<file path="src/rtl/assert_macros.svh">
// Assertion macros for the RTL files that check themselves.
`ifndef ASSERT_MACROS_SVH
`define ASSERT_MACROS_SVH

// Same-cycle implication, disabled while reset is asserted.
`define ASSERT_IMPL(lbl, clk, rst_n, ante, cons) \
	lbl: assert property (@(posedge clk) disable iff (!(rst_n)) (ante) |-> (cons)) \
		else $error("assertion failed: same-cycle implication");

// Next-cycle implication, disabled while reset is asserted.
`define ASSERT_NEXT(lbl, clk, rst_n, ante, cons) \
	lbl: assert property (@(posedge clk) disable iff (!(rst_n)) (ante) |=> (cons)) \
		else $error("assertion failed: next-cycle implication");

`endif

</file>
<file path="src/rtl/bsc_pkg.sv">
// Shared constants, types and helper functions of the safety checker.
package bsc_pkg;

	localparam int MAX_PROCESSES = 8;
	localparam int MAX_RESOURCES = 4;

	localparam int PROC_W    = $clog2(MAX_PROCESSES);
	localparam int RES_W     = (MAX_RESOURCES > 1) ? $clog2(MAX_RESOURCES) : 1;
	localparam int CNT_W     = $clog2(MAX_PROCESSES + 1);
	localparam int TBL_AW    = PROC_W + RES_W;
	localparam int TBL_DEPTH = MAX_PROCESSES * MAX_RESOURCES;

	localparam int OP_W   = 2;
	localparam int PIDX_W = 3;
	localparam int RIDX_W = 2;
	localparam int AMT_W  = 8;
	localparam int WORK_W = 16;

	localparam int PCFG_W  = 4;
	localparam int RCFG_W  = 3;
	localparam int PADDR_W = 3;
	localparam int PDATA_W = 32;

	localparam logic [PCFG_W-1:0] PROCS_RESET = PCFG_W'(5);
	localparam logic [RCFG_W-1:0] RES_RESET   = RCFG_W'(3);

	// register numbers on the configuration port
	localparam logic REG_PROCS = 1'b0;
	localparam logic REG_RES   = 1'b1;

	// operation codes of a command item
	localparam logic [OP_W-1:0] OP_ALLOC = 2'd0;
	localparam logic [OP_W-1:0] OP_CLAIM = 2'd1;
	localparam logic [OP_W-1:0] OP_AVAIL = 2'd2;
	localparam logic [OP_W-1:0] OP_RUN   = 2'd3;

	typedef struct packed {
		logic              alloc_we;
		logic              claim_we;
		logic [TBL_AW-1:0] addr;
		logic [AMT_W-1:0]  data;
	} tbl_wr_t;

	typedef struct packed {
		logic [AMT_W-1:0] alloc;
		logic [AMT_W-1:0] claim;
	} tbl_rd_t;

	typedef struct packed {
		logic [PROC_W-1:0] np_m1;
		logic [RES_W-1:0]  nr_m1;
	} run_cfg_t;

	// last process number in use: zero counts as one, clamp to the table depth
	function automatic logic [PROC_W-1:0] procs_m1(input logic [PCFG_W-1:0] v);
		logic [PROC_W-1:0] r;
		if (v == '0) begin
			r = '0;
		end else if (int'(v) > MAX_PROCESSES) begin
			r = PROC_W'(MAX_PROCESSES - 1);
		end else begin
			r = PROC_W'(v - 1'b1);
		end
		return r;
	endfunction

	// last resource number in use: zero counts as one, clamp to the table width
	function automatic logic [RES_W-1:0] res_m1(input logic [RCFG_W-1:0] v);
		logic [RES_W-1:0] r;
		if (v == '0) begin
			r = '0;
		end else if (int'(v) > MAX_RESOURCES) begin
			r = RES_W'(MAX_RESOURCES - 1);
		end else begin
			r = RES_W'(v - 1'b1);
		end
		return r;
	endfunction

endpackage

</file>
<file path="src/rtl/bsc_if.sv">
// Valid/ready channel interfaces for command items and result items.
interface bsc_cmd_if import bsc_pkg::*; ();
	logic              valid;
	logic              ready;
	logic [OP_W-1:0]   operation;
	logic [PIDX_W-1:0] process_index;
	logic [RIDX_W-1:0] resource_index;
	logic [AMT_W-1:0]  amount;

	modport source (output valid, output operation, output process_index,
		output resource_index, output amount, input ready);
	modport sink (input valid, input operation, input process_index,
		input resource_index, input amount, output ready);
endinterface

interface bsc_res_if import bsc_pkg::*; ();
	logic              valid;
	logic              ready;
	logic              safe;
	logic [PIDX_W-1:0] process_id;
	logic              last;

	modport source (output valid, output safe, output process_id, output last,
		input ready);
	modport sink (input valid, input safe, input process_id, input last,
		output ready);
endinterface

</file>
<file path="src/rtl/bsc_table_mem.sv">
// Allocation and claim tables: one write port, one registered read port each.
module bsc_table_mem import bsc_pkg::*; (
	input  logic              clk,
	input  tbl_wr_t           wr,
	input  logic              rd_en,
	input  logic [TBL_AW-1:0] rd_addr,
	output tbl_rd_t           rd
);

	logic [AMT_W-1:0] alloc_mem [TBL_DEPTH];
	logic [AMT_W-1:0] claim_mem [TBL_DEPTH];

	always_ff @(posedge clk) begin
		if (wr.alloc_we) begin
			alloc_mem[wr.addr] <= wr.data;
		end
		if (wr.claim_we) begin
			claim_mem[wr.addr] <= wr.data;
		end
		if (rd_en) begin
			rd.alloc <= alloc_mem[rd_addr];
			rd.claim <= claim_mem[rd_addr];
		end
	end

endmodule

</file>
<file path="src/rtl/bsc_seq.sv">
// Run sequencer: scans the tables, tracks working counts, emits the order.
module bsc_seq import bsc_pkg::*; (
	input  logic              clk,
	input  logic              arst_n,
	input  run_cfg_t          cfg,
	bsc_cmd_if.sink           cmd,
	bsc_res_if.source         res,
	output tbl_wr_t           tbl_wr,
	output logic              tbl_rd_en,
	output logic [TBL_AW-1:0] tbl_rd_addr,
	input  tbl_rd_t           tbl_rd,
	output logic              busy
);

	localparam logic [2:0] ST_IDLE   = 3'd0;
	localparam logic [2:0] ST_SCAN   = 3'd1;
	localparam logic [2:0] ST_CHK    = 3'd2;
	localparam logic [2:0] ST_DECIDE = 3'd3;
	localparam logic [2:0] ST_EMIT   = 3'd4;

	logic [2:0]         state_q;
	logic [PROC_W-1:0]  j_q;
	logic [PROC_W-1:0]  pass_q;
	logic [PROC_W-1:0]  k_q;
	logic [RES_W-1:0]   ri_q;
	logic               fit_q;
	logic               rvalid_s1;
	logic [RES_W-1:0]   rres_s1;
	logic [CNT_W-1:0]   count_q;
	logic [AMT_W-1:0]   avail_q [MAX_RESOURCES];
	logic [AMT_W-1:0]   row_q   [MAX_RESOURCES];
	logic [WORK_W-1:0]  work_q  [MAX_RESOURCES];
	logic [PROC_W-1:0]  order_q [MAX_PROCESSES];
	logic [MAX_PROCESSES-1:0] fin_q;

	logic               out_valid_q;
	logic               out_safe_q;
	logic [PIDX_W-1:0]  out_id_q;
	logic               out_last_q;

	logic               accept;
	logic               cur_ok;
	logic               fit_now;
	logic               last_j;
	logic               last_pass;
	logic               out_load;
	logic               unsafe;
	logic [CNT_W-1:0]   np_cnt;
	logic [AMT_W-1:0]   alloc_row [MAX_RESOURCES];
	logic [WORK_W-1:0]  work_sat  [MAX_RESOURCES];
	logic [WORK_W:0]    work_sum  [MAX_RESOURCES];
	logic [AMT_W-1:0]   need;

	assign accept    = cmd.valid && cmd.ready;
	assign cmd.ready = (state_q == ST_IDLE);
	assign busy      = (state_q != ST_IDLE);

	// table loads go straight to the memories
	assign tbl_wr.alloc_we = accept && (cmd.operation == OP_ALLOC);
	assign tbl_wr.claim_we = accept && (cmd.operation == OP_CLAIM);
	assign tbl_wr.addr     = {cmd.process_index[PROC_W-1:0], cmd.resource_index[RES_W-1:0]};
	assign tbl_wr.data     = cmd.amount;

	assign tbl_rd_en   = (state_q == ST_CHK);
	assign tbl_rd_addr = {j_q, ri_q};

	// need check on the entry returned this cycle
	assign need    = tbl_rd.claim - tbl_rd.alloc;
	assign cur_ok  = !((tbl_rd.claim > tbl_rd.alloc) &&
		(WORK_W'(need) > work_q[rres_s1]));
	assign fit_now = fit_q && (!rvalid_s1 || cur_ok);

	always_comb begin
		for (int r = 0; r < MAX_RESOURCES; r++) begin
			alloc_row[r] = (rvalid_s1 && (rres_s1 == RES_W'(r))) ? tbl_rd.alloc : row_q[r];
			work_sum[r]  = {1'b0, work_q[r]} + (WORK_W+1)'(alloc_row[r]);
			work_sat[r]  = work_sum[r][WORK_W] ? '1 : work_sum[r][WORK_W-1:0];
		end
	end

	assign last_j    = (j_q == cfg.np_m1);
	assign last_pass = (pass_q == cfg.np_m1);
	assign np_cnt    = CNT_W'(cfg.np_m1) + 1'b1;
	assign unsafe    = (count_q < np_cnt);
	assign out_load  = (state_q == ST_EMIT) && (!out_valid_q || res.ready);

	always_ff @(posedge clk or negedge arst_n) begin
		if (!arst_n) begin
			state_q     <= ST_IDLE;
			j_q         <= '0;
			pass_q      <= '0;
			k_q         <= '0;
			ri_q        <= '0;
			fit_q       <= 1'b0;
			rvalid_s1   <= 1'b0;
			rres_s1     <= '0;
			count_q     <= '0;
			fin_q       <= '0;
			out_valid_q <= 1'b0;
			for (int r = 0; r < MAX_RESOURCES; r++) begin
				work_q[r] <= '0;
			end
			for (int p = 0; p < MAX_PROCESSES; p++) begin
				order_q[p] <= '0;
			end
		end else begin
			rvalid_s1 <= (state_q == ST_CHK);
			rres_s1   <= ri_q;
			if (out_load) begin
				out_valid_q <= 1'b1;
			end else if (res.ready) begin
				out_valid_q <= 1'b0;
			end

			case (state_q)
				ST_IDLE: begin
					if (accept && (cmd.operation == OP_RUN)) begin
						for (int r = 0; r < MAX_RESOURCES; r++) begin
							work_q[r] <= (RES_W'(r) <= cfg.nr_m1) ? WORK_W'(avail_q[r]) : '0;
						end
						for (int p = 0; p < MAX_PROCESSES; p++) begin
							order_q[p] <= '0;
						end
						fin_q   <= '0;
						count_q <= '0;
						j_q     <= '0;
						pass_q  <= '0;
						k_q     <= '0;
						state_q <= ST_SCAN;
					end
				end
				ST_SCAN: begin
					if (fin_q[j_q]) begin
						if (last_j) begin
							j_q <= '0;
							if (last_pass) begin
								state_q <= ST_EMIT;
							end else begin
								pass_q <= pass_q + 1'b1;
							end
						end else begin
							j_q <= j_q + 1'b1;
						end
					end else begin
						ri_q    <= '0;
						fit_q   <= 1'b1;
						state_q <= ST_CHK;
					end
				end
				ST_CHK: begin
					fit_q <= fit_now;
					if (ri_q == cfg.nr_m1) begin
						state_q <= ST_DECIDE;
					end else begin
						ri_q <= ri_q + 1'b1;
					end
				end
				ST_DECIDE: begin
					if (fit_now) begin
						fin_q[j_q]                         <= 1'b1;
						order_q[count_q[PROC_W-1:0]]       <= j_q;
						count_q                            <= count_q + 1'b1;
						for (int r = 0; r < MAX_RESOURCES; r++) begin
							if (RES_W'(r) <= cfg.nr_m1) begin
								work_q[r] <= work_sat[r];
							end
						end
					end
					if (last_j) begin
						j_q <= '0;
						if (last_pass) begin
							state_q <= ST_EMIT;
						end else begin
							pass_q  <= pass_q + 1'b1;
							state_q <= ST_SCAN;
						end
					end else begin
						j_q     <= j_q + 1'b1;
						state_q <= ST_SCAN;
					end
				end
				ST_EMIT: begin
					if (out_load) begin
						if (unsafe || (k_q == cfg.np_m1)) begin
							state_q <= ST_IDLE;
						end else begin
							k_q <= k_q + 1'b1;
						end
					end
				end
				default: begin
					state_q <= ST_IDLE;
				end
			endcase
		end
	end

	// capture the available vector and the allocation row of the process under test
	always_ff @(posedge clk) begin
		if (accept && (cmd.operation == OP_AVAIL)) begin
			avail_q[cmd.resource_index[RES_W-1:0]] <= cmd.amount;
		end
		if (rvalid_s1) begin
			row_q[rres_s1] <= tbl_rd.alloc;
		end
	end

	// result payload
	always_ff @(posedge clk) begin
		if (out_load) begin
			out_safe_q <= !unsafe;
			out_id_q   <= unsafe ? '0 : PIDX_W'(order_q[k_q]);
			out_last_q <= unsafe || (k_q == cfg.np_m1);
		end
	end

	assign res.valid      = out_valid_q;
	assign res.safe       = out_safe_q;
	assign res.process_id = out_id_q;
	assign res.last       = out_last_q;

endmodule

</file>
<file path="src/rtl/bankers_safety_check.sv">
// Top level of the banker's safety checker: configuration port and core.
//
// cmd carries command items (valid/ready). Operations write one entry of the
// allocation table, the claim table or the available vector, or run the
// safety check. A load gives no result and can follow another load every
// cycle while no run is in progress.
// A run copies the available vector into working counts and makes one pass
// per process in use. In a pass an unfinished process goes through scan,
// one table read per resource and decide, and a finished one only through
// scan; the single read port of the table memory makes the reads one per
// resource. When the passes are done, results leave the output register
// one result per cycle while res.ready is high.
// res carries result items through an output register: the safe order one
// process per item, last set on the final one, or a single item with safe low.
// cmd.ready is low for the whole run and returns high while the final result
// may still wait. When res.ready is low the output register holds its item
// and the run holds in its emit step.
// Reset clears the sequencer and sets processes_in_use to 5 and
// resources_in_use to 3; table contents are undefined until written. APB
// registers lie at byte 0 (processes) and 4 (resources); write them when idle.
module bankers_safety_check import bsc_pkg::*; (
	input  logic               clk,
	input  logic               arst_n,
	input  logic               psel,
	input  logic               penable,
	input  logic               pwrite,
	input  logic [PADDR_W-1:0] paddr,
	input  logic [PDATA_W-1:0] pwdata,
	output logic [PDATA_W-1:0] prdata,
	output logic               pready,
	bsc_cmd_if.sink            cmd,
	bsc_res_if.source          res
);

`include "assert_macros.svh"

	logic [PCFG_W-1:0] procs_q;
	logic [RCFG_W-1:0] res_q;
	logic              cfg_we;
	logic              reg_sel;
	run_cfg_t          run_cfg;
	tbl_wr_t           tbl_wr;
	tbl_rd_t           tbl_rd;
	logic              tbl_rd_en;
	logic [TBL_AW-1:0] tbl_rd_addr;
	logic              busy;

	// APB: no wait states; decode the register by the word address bit
	assign pready  = 1'b1;
	assign cfg_we  = psel && penable && pwrite;
	assign reg_sel = paddr[2];

	always_ff @(posedge clk or negedge arst_n) begin
		if (!arst_n) begin
			procs_q <= PROCS_RESET;
			res_q   <= RES_RESET;
		end else if (cfg_we) begin
			if (reg_sel == REG_PROCS) begin
				procs_q <= pwdata[PCFG_W-1:0];
			end else begin
				res_q <= pwdata[RCFG_W-1:0];
			end
		end
	end

	assign prdata = (reg_sel == REG_PROCS) ? PDATA_W'(procs_q) : PDATA_W'(res_q);

	// Clamp the counts once here so the sequencer sees last indexes only
	assign run_cfg.np_m1 = procs_m1(procs_q);
	assign run_cfg.nr_m1 = res_m1(res_q);

	bsc_table_mem u_mem (
		.clk     (clk),
		.wr      (tbl_wr),
		.rd_en   (tbl_rd_en),
		.rd_addr (tbl_rd_addr),
		.rd      (tbl_rd)
	);

	bsc_seq u_seq (
		.clk         (clk),
		.arst_n      (arst_n),
		.cfg         (run_cfg),
		.cmd         (cmd),
		.res         (res),
		.tbl_wr      (tbl_wr),
		.tbl_rd_en   (tbl_rd_en),
		.tbl_rd_addr (tbl_rd_addr),
		.tbl_rd      (tbl_rd),
		.busy        (busy)
	);

	// An unsafe verdict is a lone item with process 0
	`ASSERT_IMPL(a_unsafe_shape, clk, arst_n, res.valid && !res.safe, (res.process_id == '0) && res.last)
	// Hold off commands for the whole run, so the tables never change under a scan
	`ASSERT_IMPL(a_busy_blocks, clk, arst_n, busy, !cmd.ready)
	// Start the scan right after a run item is taken
	`ASSERT_NEXT(a_run_starts, clk, arst_n, cmd.valid && cmd.ready && (cmd.operation == OP_RUN), busy)

endmodule
</file>
<file path="src/flat_wrapper.sv">
// flat-port wrapper written by rule: the top's interface ports become plain ports
module bankers_safety_check_flat import bsc_pkg::*;
  (clk, arst_n, psel, penable, pwrite, paddr, pwdata, prdata, pready, cmd_valid, cmd_operation, cmd_process_index, cmd_resource_index, cmd_amount, cmd_ready, res_valid, res_safe, res_process_id, res_last, res_ready);
  bsc_cmd_if cmd_i ();
  bsc_res_if res_i ();
  input  logic clk;
  input  logic arst_n;
  input  logic psel;
  input  logic penable;
  input  logic pwrite;
  input  logic [PADDR_W-1:0] paddr;
  input  logic [PDATA_W-1:0] pwdata;
  output logic [PDATA_W-1:0] prdata;
  output logic pready;
  input wire logic [$bits(cmd_i.valid)-1:0] cmd_valid;
  input wire logic [$bits(cmd_i.operation)-1:0] cmd_operation;
  input wire logic [$bits(cmd_i.process_index)-1:0] cmd_process_index;
  input wire logic [$bits(cmd_i.resource_index)-1:0] cmd_resource_index;
  input wire logic [$bits(cmd_i.amount)-1:0] cmd_amount;
  output wire logic [$bits(cmd_i.ready)-1:0] cmd_ready;
  output wire logic [$bits(res_i.valid)-1:0] res_valid;
  output wire logic [$bits(res_i.safe)-1:0] res_safe;
  output wire logic [$bits(res_i.process_id)-1:0] res_process_id;
  output wire logic [$bits(res_i.last)-1:0] res_last;
  input wire logic [$bits(res_i.ready)-1:0] res_ready;
  assign cmd_i.valid = cmd_valid;
  assign cmd_i.operation = cmd_operation;
  assign cmd_i.process_index = cmd_process_index;
  assign cmd_i.resource_index = cmd_resource_index;
  assign cmd_i.amount = cmd_amount;
  assign cmd_ready = cmd_i.ready;
  assign res_valid = res_i.valid;
  assign res_safe = res_i.safe;
  assign res_process_id = res_i.process_id;
  assign res_last = res_i.last;
  assign res_i.ready = res_ready;
  bankers_safety_check u_core (.clk(clk), .arst_n(arst_n), .psel(psel), .penable(penable), .pwrite(pwrite), .paddr(paddr), .pwdata(pwdata), .prdata(prdata), .pready(pready), .cmd(cmd_i), .res(res_i));
endmodule
</file>
<file path="config.mk">
export PLATFORM = sky130hd
export DESIGN_NAME = bankers_safety_check_flat
export DESIGN_NICKNAME = d
export VERILOG_FILES = /design/src/rtl/bsc_pkg.sv /design/src/rtl/bsc_if.sv /design/src/rtl/bsc_table_mem.sv /design/src/rtl/bsc_seq.sv /design/src/rtl/bankers_safety_check.sv /design/src/flat_wrapper.sv
export VERILOG_INCLUDE_DIRS = /design/src /design/src/rtl
export SDC_FILE = /design/constraint.sdc
export NUM_CORES = 1
export LEC_CHECK = 0
export BUFFER_PORTS_ARGS = -buffer_cell sky130_fd_sc_hd__buf_2
export CAP_MARGIN = 20
export CORE_ASPECT_RATIO = 1.75
export CORE_MARGIN = 3
export CORE_UTILIZATION = 61
export DETAILED_ROUTE_END_ITERATION = 12
export MAX_ROUTING_LAYER = met4
export PLACE_DENSITY_LB_ADDON = 0.2
export SKIP_LAST_GASP = 1
export SYNTH_ARGS = -nofsm -noshare
export SYNTH_HDL_FRONTEND = slang
export SYNTH_SLANG_ARGS = --single-unit
</file>
<file path="constraint.sdc">
create_clock -name clk -period 10.5 [get_ports clk]
set_input_delay 2.1 -clock clk [delete_from_list [all_inputs] [get_ports clk]]
set_output_delay 2.1 -clock clk [all_outputs]
set_load 0.05 [all_outputs]
</file>
# [Word-level counts from Yosys, hierarchy flattened]
# Memory sizes are Yosys's and may differ from the RTL's. A register that Yosys moved wholly into a read port is not among the register bits.
# Index checks and enable logic that the tools add are counted.
[classes] add_sub_neg=13 mux=82 n_eq_ne=29 reduce_logical=45 bitwise_logic=5 order_cmp=15
[ops] op="2-to-1 mux 16 bit" n=10
[ops] op="2-to-1 mux 64 bit" n=2
[ops] op="case mux 64 bit (2 select lines)" n=1
[ops] op="2-to-1 mux 8 bit" n=10
[ops] op="adder 16 x 8 -> 17 bit" n=4
[ops] op="2-to-1 mux 3 bit" n=22
[ops] op="2-to-1 mux 24 bit" n=2
[ops] op="case mux 24 bit (2 select lines)" n=1
[ops] op="binary-select mux 16 bit (select 2 bit)" n=1
[ops] op="bitwise mux 24 bit" n=1
[ops] op="inequality test 2 bit, second input constant" n=11
[ops] op="AND reduction 4 bit" n=5
[ops] op="case mux 3 bit (3 select lines)" n=2
[ops] op="> comparator 8 x 16 -> 1 bit" n=1
[ops] op="logical AND 1 bit" n=16
[ops] op="case mux 8 bit (2 select lines)" n=1
[ops] op="case mux 3 bit (5 select lines)" n=1
[ops] op="2-to-1 mux 1 bit" n=13
[ops] op="2-to-1 mux 4 bit" n=3
[ops] op="adder 3 x 1 -> 3 bit, second input constant" n=3
[ops] op="binary-select mux 3 bit (select 3 bit)" n=1
[ops] op="demux 3 bit (select 3 bit)" n=1
[ops] op="== test 3 bit" n=3
[ops] op="AND reduction 3 bit" n=3
[ops] op="45 further kinds" n=71
[word_totals] in_bits=57 output_inout_bits=40 wordCells=221 mem_bits_rw=576 n_memories=4 register_bits=131
[memory_table] name="u_core.u_mem.alloc_mem" words=32 width=8 rd=1 rd_ports_with_merged_regs=1 wr=1 line_no="bsc_table_mem.sv:10" source="logic [AMT_W-1:0] alloc_mem [TBL_DEPTH];"
[memory_table] name="u_core.u_mem.claim_mem" words=32 width=8 rd=1 rd_ports_with_merged_regs=1 wr=1 line_no="bsc_table_mem.sv:11" source="logic [AMT_W-1:0] claim_mem [TBL_DEPTH];"
[memory_table] name="u_core.u_seq.avail_q" words=4 width=8 rd=4 rd_ports_with_merged_regs=0 wr=1 line_no="bsc_seq.sv:30" source="logic [AMT_W-1:0] avail_q [MAX_RESOURCES];"
[memory_table] name="u_core.u_seq.row_q" words=4 width=8 rd=4 rd_ports_with_merged_regs=0 wr=1 line_no="bsc_seq.sv:31" source="logic [AMT_W-1:0] row_q [MAX_RESOURCES];"

# [Logic depth before layout (Yosys ltp)]
[logic_depth] depth_word=11 depth_mapped=18 mapped_depth_nobuf=17

# [Hierarchy]
# Synthesis repeated with hierarchy kept, for this count alone.
[unflattened] cells_unflattened=2341 area_unflattened_um2=32657.6
[modules_own_cells] mod="bsc_table_mem" area_per_inst_um2=20872.5 seq_area_each_um2=15855.2 cells_each=1188 n_inst=1
[modules_own_cells] mod="bsc_seq" area_per_inst_um2=11120.7 seq_area_each_um2=5049.8 cells_each=1084 n_inst=1
[modules_own_cells] mod="bankers_safety_check" area_per_inst_um2=664.4 seq_area_each_um2=180.2 cells_each=69 n_inst=1

# [Least setup slack after synthesis]
# OpenSTA, ideal clock, no wires.
[synth_timing] path_type="input to output" startpoint="input paddr[2]" endpoint="output prdata[0]" required_ns=8.400 path_stages=1 arrival_ns=3.186 path_buffers=0 slack_ns=5.214 cell_sequence="o21ai_0"
[synth_via] elab_chain_len=1
[synth_rtl] item="start: declaration" line_no="flat_wrapper.sv:11" source="input logic [PADDR_W-1:0] paddr;"
[synth_rtl] item="2-to-1 mux 4 bit" line_no="bankers_safety_check.sv:66" source="assign prdata = (reg_sel == REG_PROCS) ? PDATA_W'(procs_q) : PDATA_W'(res_q);"
[synth_rtl] item="end: declaration" line_no="flat_wrapper.sv:13" source="output logic [PDATA_W-1:0] prdata;"
# Every way passes these cells.

# [Worst setup path after layout]
[layout_timing] startpoint="input paddr[2]" endpoint="output prdata[2]"
# Same word-level chain as after synthesis.

==> impl_metrics.tcl <==
set metrics [dict create \
    status "finished, final reports clean" \
    path_cells "buf_2 -> mux2_2 -> buf_2" \
    drc 0 \
    post_drt_wl_per_cell_um 27.07 \
    slowest_stage "mux2_2" \
    grt_overflow 0 \
    hpwl_um 48170 \
    drive_gt1_share_pct 18.64 \
    report.final.slew_viol_count 0 \
    gp_congestion 0.9193 \
    finalCritPeriodShare_pct 46.60 \
    fin_tns_setup_ns 0 \
    stdcell_count 2764 \
    start_util_pct 62.02 \
    cpMostUsedCell "buf_2" \
    fillers 3340 \
    routed_wl_um 74810 \
    cts_sinks 723 \
    synth_cells 2007 \
    synth_edf_count 597 \
    async_flop_share_pct 17.43 \
    grt_pass1_wl_um 113300 \
    tightest_slew_ns 1.102 \
    post_cts_buffers 0 \
    ys_warn_count 0 \
    hold_class "reg -> reg" \
    clock_path_buffers 3 \
    clkLatencyLatePin_ns 0.61 \
    fmax_mhz 204.4 \
    crit_buf_inv 2 \
    grt_pass1_vias 18734 \
    tritoncts "built" \
    dpl-instance-area_um2 32370 \
    nNetsFinal 2164 \
    seqCellArea_um2 21090 \
    grt_max_degree 90 \
    relSlewSlack_pct 26.31 \
    criticalPathCategory "in -> out" \
    post-route-cell-area_um2 34650 \
    worstPathArrival_ns 2.79 \
    cp_top_family "buffers and inverters" \
    dieArea_um2 54590 \
    p_leak_nw 12.23 \
    max_cap_viol_count 0 \
    ys_seq_area_share_pct 66.84 \
    track_usage_pct 28.85 \
    hold_violations 0 \
    drtAntennaViolNets 0 \
    die_w_um 177.9 \
    end_kind "primary output" \
    period_needed_ns 4.893 \
    first_pass_iters 5 \
    netlist_area_um2 31550 \
    synth_cell_types 78 \
    numCtsBuffers 67 \
    synth_seq_cells 723 \
    dp.cells 2638 \
    critPathMaxFanout 8 \
    drt_iter0_markers 1466 \
    root_buffer "clkbuf_16" \
    numPortBuffers 37 \
    multi_input_area_um2 9878 \
    syn_area_per_cell_um2 15.72 \
    area_growth_syn_to_layout_pct 9.836 \
    finClkSkew_ns 0.02209 \
    vias_per_cell 6.558 \
    chipHeight_um 306.8 \
    antenna_found_initial 0 \
    rsz0062_at_grt "no" \
    finalSetupViolations 0 \
    rows 109 \
    post_cts_resized 0 \
    num_antenna_cells 0 \
    num_vias 18125 \
    io_pins 97 \
    worstPathRequired_ns 8.40 \
    power_density_nw_per_um2 256.9 \
    clk_pin_slew_ns 0.06 \
    ctsHtreeMaxLevel 3 \
    max_stage_delay_ns 0.34 \
    core_um2 50870 \
    peakVddDrop_mv 0.1833 \
    synth_ff_type "edfxtp_1" \
    startpoint_type "primary input" \
    ctsHoldBuffers 0 \
]
through the flow:
step | power, mW | utilization, % | worst slack, ns | hold WS [ns]
CTS | 8.935 | 68.07 | 5.611 | 0.5005
detailed placement | 6.454 | 63.63 | 5.134 | 0.4870
global route | 9.319 | 68.12 | 5.277 | 0.5148
floorplan | 5.615 | - | 5.214 | 0.3487
global placement | 6.370 | 63.62 | 5.162 | 0.4732
finish | 8.901 | 68.12 | 5.607 | 0.4961
cell families (layout without fill, tap and decap cells):
group / after synthesis / count (layout) / share of synthesized area [%]
other cells: 2 / 29 / 0.02381
simple gates: 457 / 457 / 7.032
fa+ha+maj: 65 / 65 / 2.681
compound gates: 341 / 341 / 7.325
mux: 215 / 215 / 12.67
xor+xnor: 36 / 36 / 0.9994
buf+inv: 168 / 232 / 2.431
flops: 723 / 723 / 66.84
placed cells by master (no fill, tap or decap), types with 7 or more instances in the layout:
cell type / n
nand2_1: 128
bufinv_16: 7
buf_2: 38
o21ai_0: 62
inv_1: 41
a21oi_1: 67
clkinv_2: 18
nand3_1: 32
or3_1: 7
a311oi_1: 16
nor2_1: 137
a22oi_1: 65
nand2b_1: 7
dfrtp_1: 120
nand3b_1: 8
nor2b_1: 18
and2_1: 12
a31oi_1: 29
mux2i_1: 36
a211oi_1: 15
xor2_1: 18
mux2_2: 35
nor3_1: 15
buf_4: 28
xnor2_1: 18
and3_1: 18
clkbuf_16: 68
clkinv_1: 7
mux4_2: 144
a21o_1: 20
nand4_1: 28
edfxtp_1: 597
ha_1: 58
clkbuf_1: 8
conb_1: 29
power by group:
part	switching, mW	leakage [nW]	total, mW	internal (mW)
Combinational	1.54	4.08	2.72	1.18
Clock	1.08	1.11	2.48	1.40
Sequential	0.338	7.03	3.70	3.36
Total	2.97	12.2	8.90	5.94
synthesized netlist by cell type (20+ instances only):
cell type | instances | area (µm²)
buf_4 | 29 | 217.7
ha_1 | 58 | 725.7
mux2_2 | 35 | 394.1
inv_1 | 41 | 153.9
a31oi_1 | 29 | 181.4
a21oi_1 | 67 | 335.3
a22oi_1 | 65 | 488.0
nor3_1 | 23 | 115.1
nand4_1 | 28 | 175.2
a21o_1 | 20 | 150.1
edfxtp_1 | 597 | 17930
nand2_1 | 128 | 480.5
clkbuf_1 | 70 | 262.8
o21ai_0 | 62 | 310.3
dfrtp_1 | 122 | 3053
nor2_1 | 137 | 514.2
nand3_1 | 33 | 165.2
mux4_2 | 144 | 3243
mux2i_1 | 36 | 360.4
routing by layer:
metal / global-route usage [%] / wire length [µm] / up-vias
met5: - / 0 / -
met4: 16.51 / 5135 / 0
met3: 3.830 / 3599 / 197
met2: 48.68 / 39620 / 681
met1: 33.04 / 26460 / 9309
li1: - / - / 7938
worst paths after layout:
| check | from | to | slack, ns | cells past startpoint |
|---|---|---|---|---|
| min | u_core.u_seq.fin_q[6]$_DFFE_PN0P_ | u_core.u_seq.fin_q[6]$_DFFE_PN0P_ | 0.50 | 2 |
| max | paddr[2] | prdata[2] | 5.61 | 3 |
| max reg2reg | u_core.u_mem.rd[9]$_DFFE_PP_ | u_core.u_seq.work_q[19]$_DFFE_PN0P_ | 5.63 | 17 |
| max in group asynchronous | arst_n | u_core.u_seq.work_q[48]$_DFFE_PN0P_ | 7.44 | 2 |
| min reg2reg | u_core.u_seq.fin_q[6]$_DFFE_PN0P_ | u_core.u_seq.fin_q[6]$_DFFE_PN0P_ | 0.50 | 2 |
| min in group asynchronous | arst_n | u_core.u_seq.order_q[19]$_DFFE_PN0P_ | 1.58 | 1 |
registers in the layout, summed over array words and instances, names as in the netlist, 3 cells and up:
signal and flops:
u_core.u_mem.alloc_mem 256, u_core.u_mem.claim_mem 256, u_core.u_seq.work_q 64, u_core.u_seq.avail_q 32, u_core.u_seq.row_q 32, u_core.u_seq.order_q 24, u_core.u_mem.rd 16, u_core.u_seq.fin_q 8
u_core.procs_q 4, u_core.u_seq.count_q 4, u_core.res_q 3, u_core.u_seq.j_q 3, u_core.u_seq.k_q 3, u_core.u_seq.pass_q 3, u_core.u_seq.res.process_id 3, u_core.u_seq.state_q 3
worst register-to-register path: stages (launching register included):
cell and delay (ns):
edfxtp_1 0.52, inv_1 0.18, ha_1 0.32, nor2b_1 0.14
o21ai_0 0.18, nand2b_1 0.11, a21o_1 0.19, a21oi_1 0.21
o21ai_0 0.15, xor2_1 0.17, ha_1 0.31, nand4_1 0.11
a21oi_1 0.06, a211o_1 0.39, a21boi_2 0.55, buf_4 0.39
a21o_1 0.37, mux2_2 0.38
area by class of cell:
class	count	share of cell area, %
repair buffers	68	1.246
clock inverters	45	1.448
multi-input cells	1143	28.51
well taps	666	2.405
clock buffers	78	5.077
flip-flops and latches	723	60.87
inverters	41	0.4441
No activity file was read; power rests on OpenSTA's default activity.
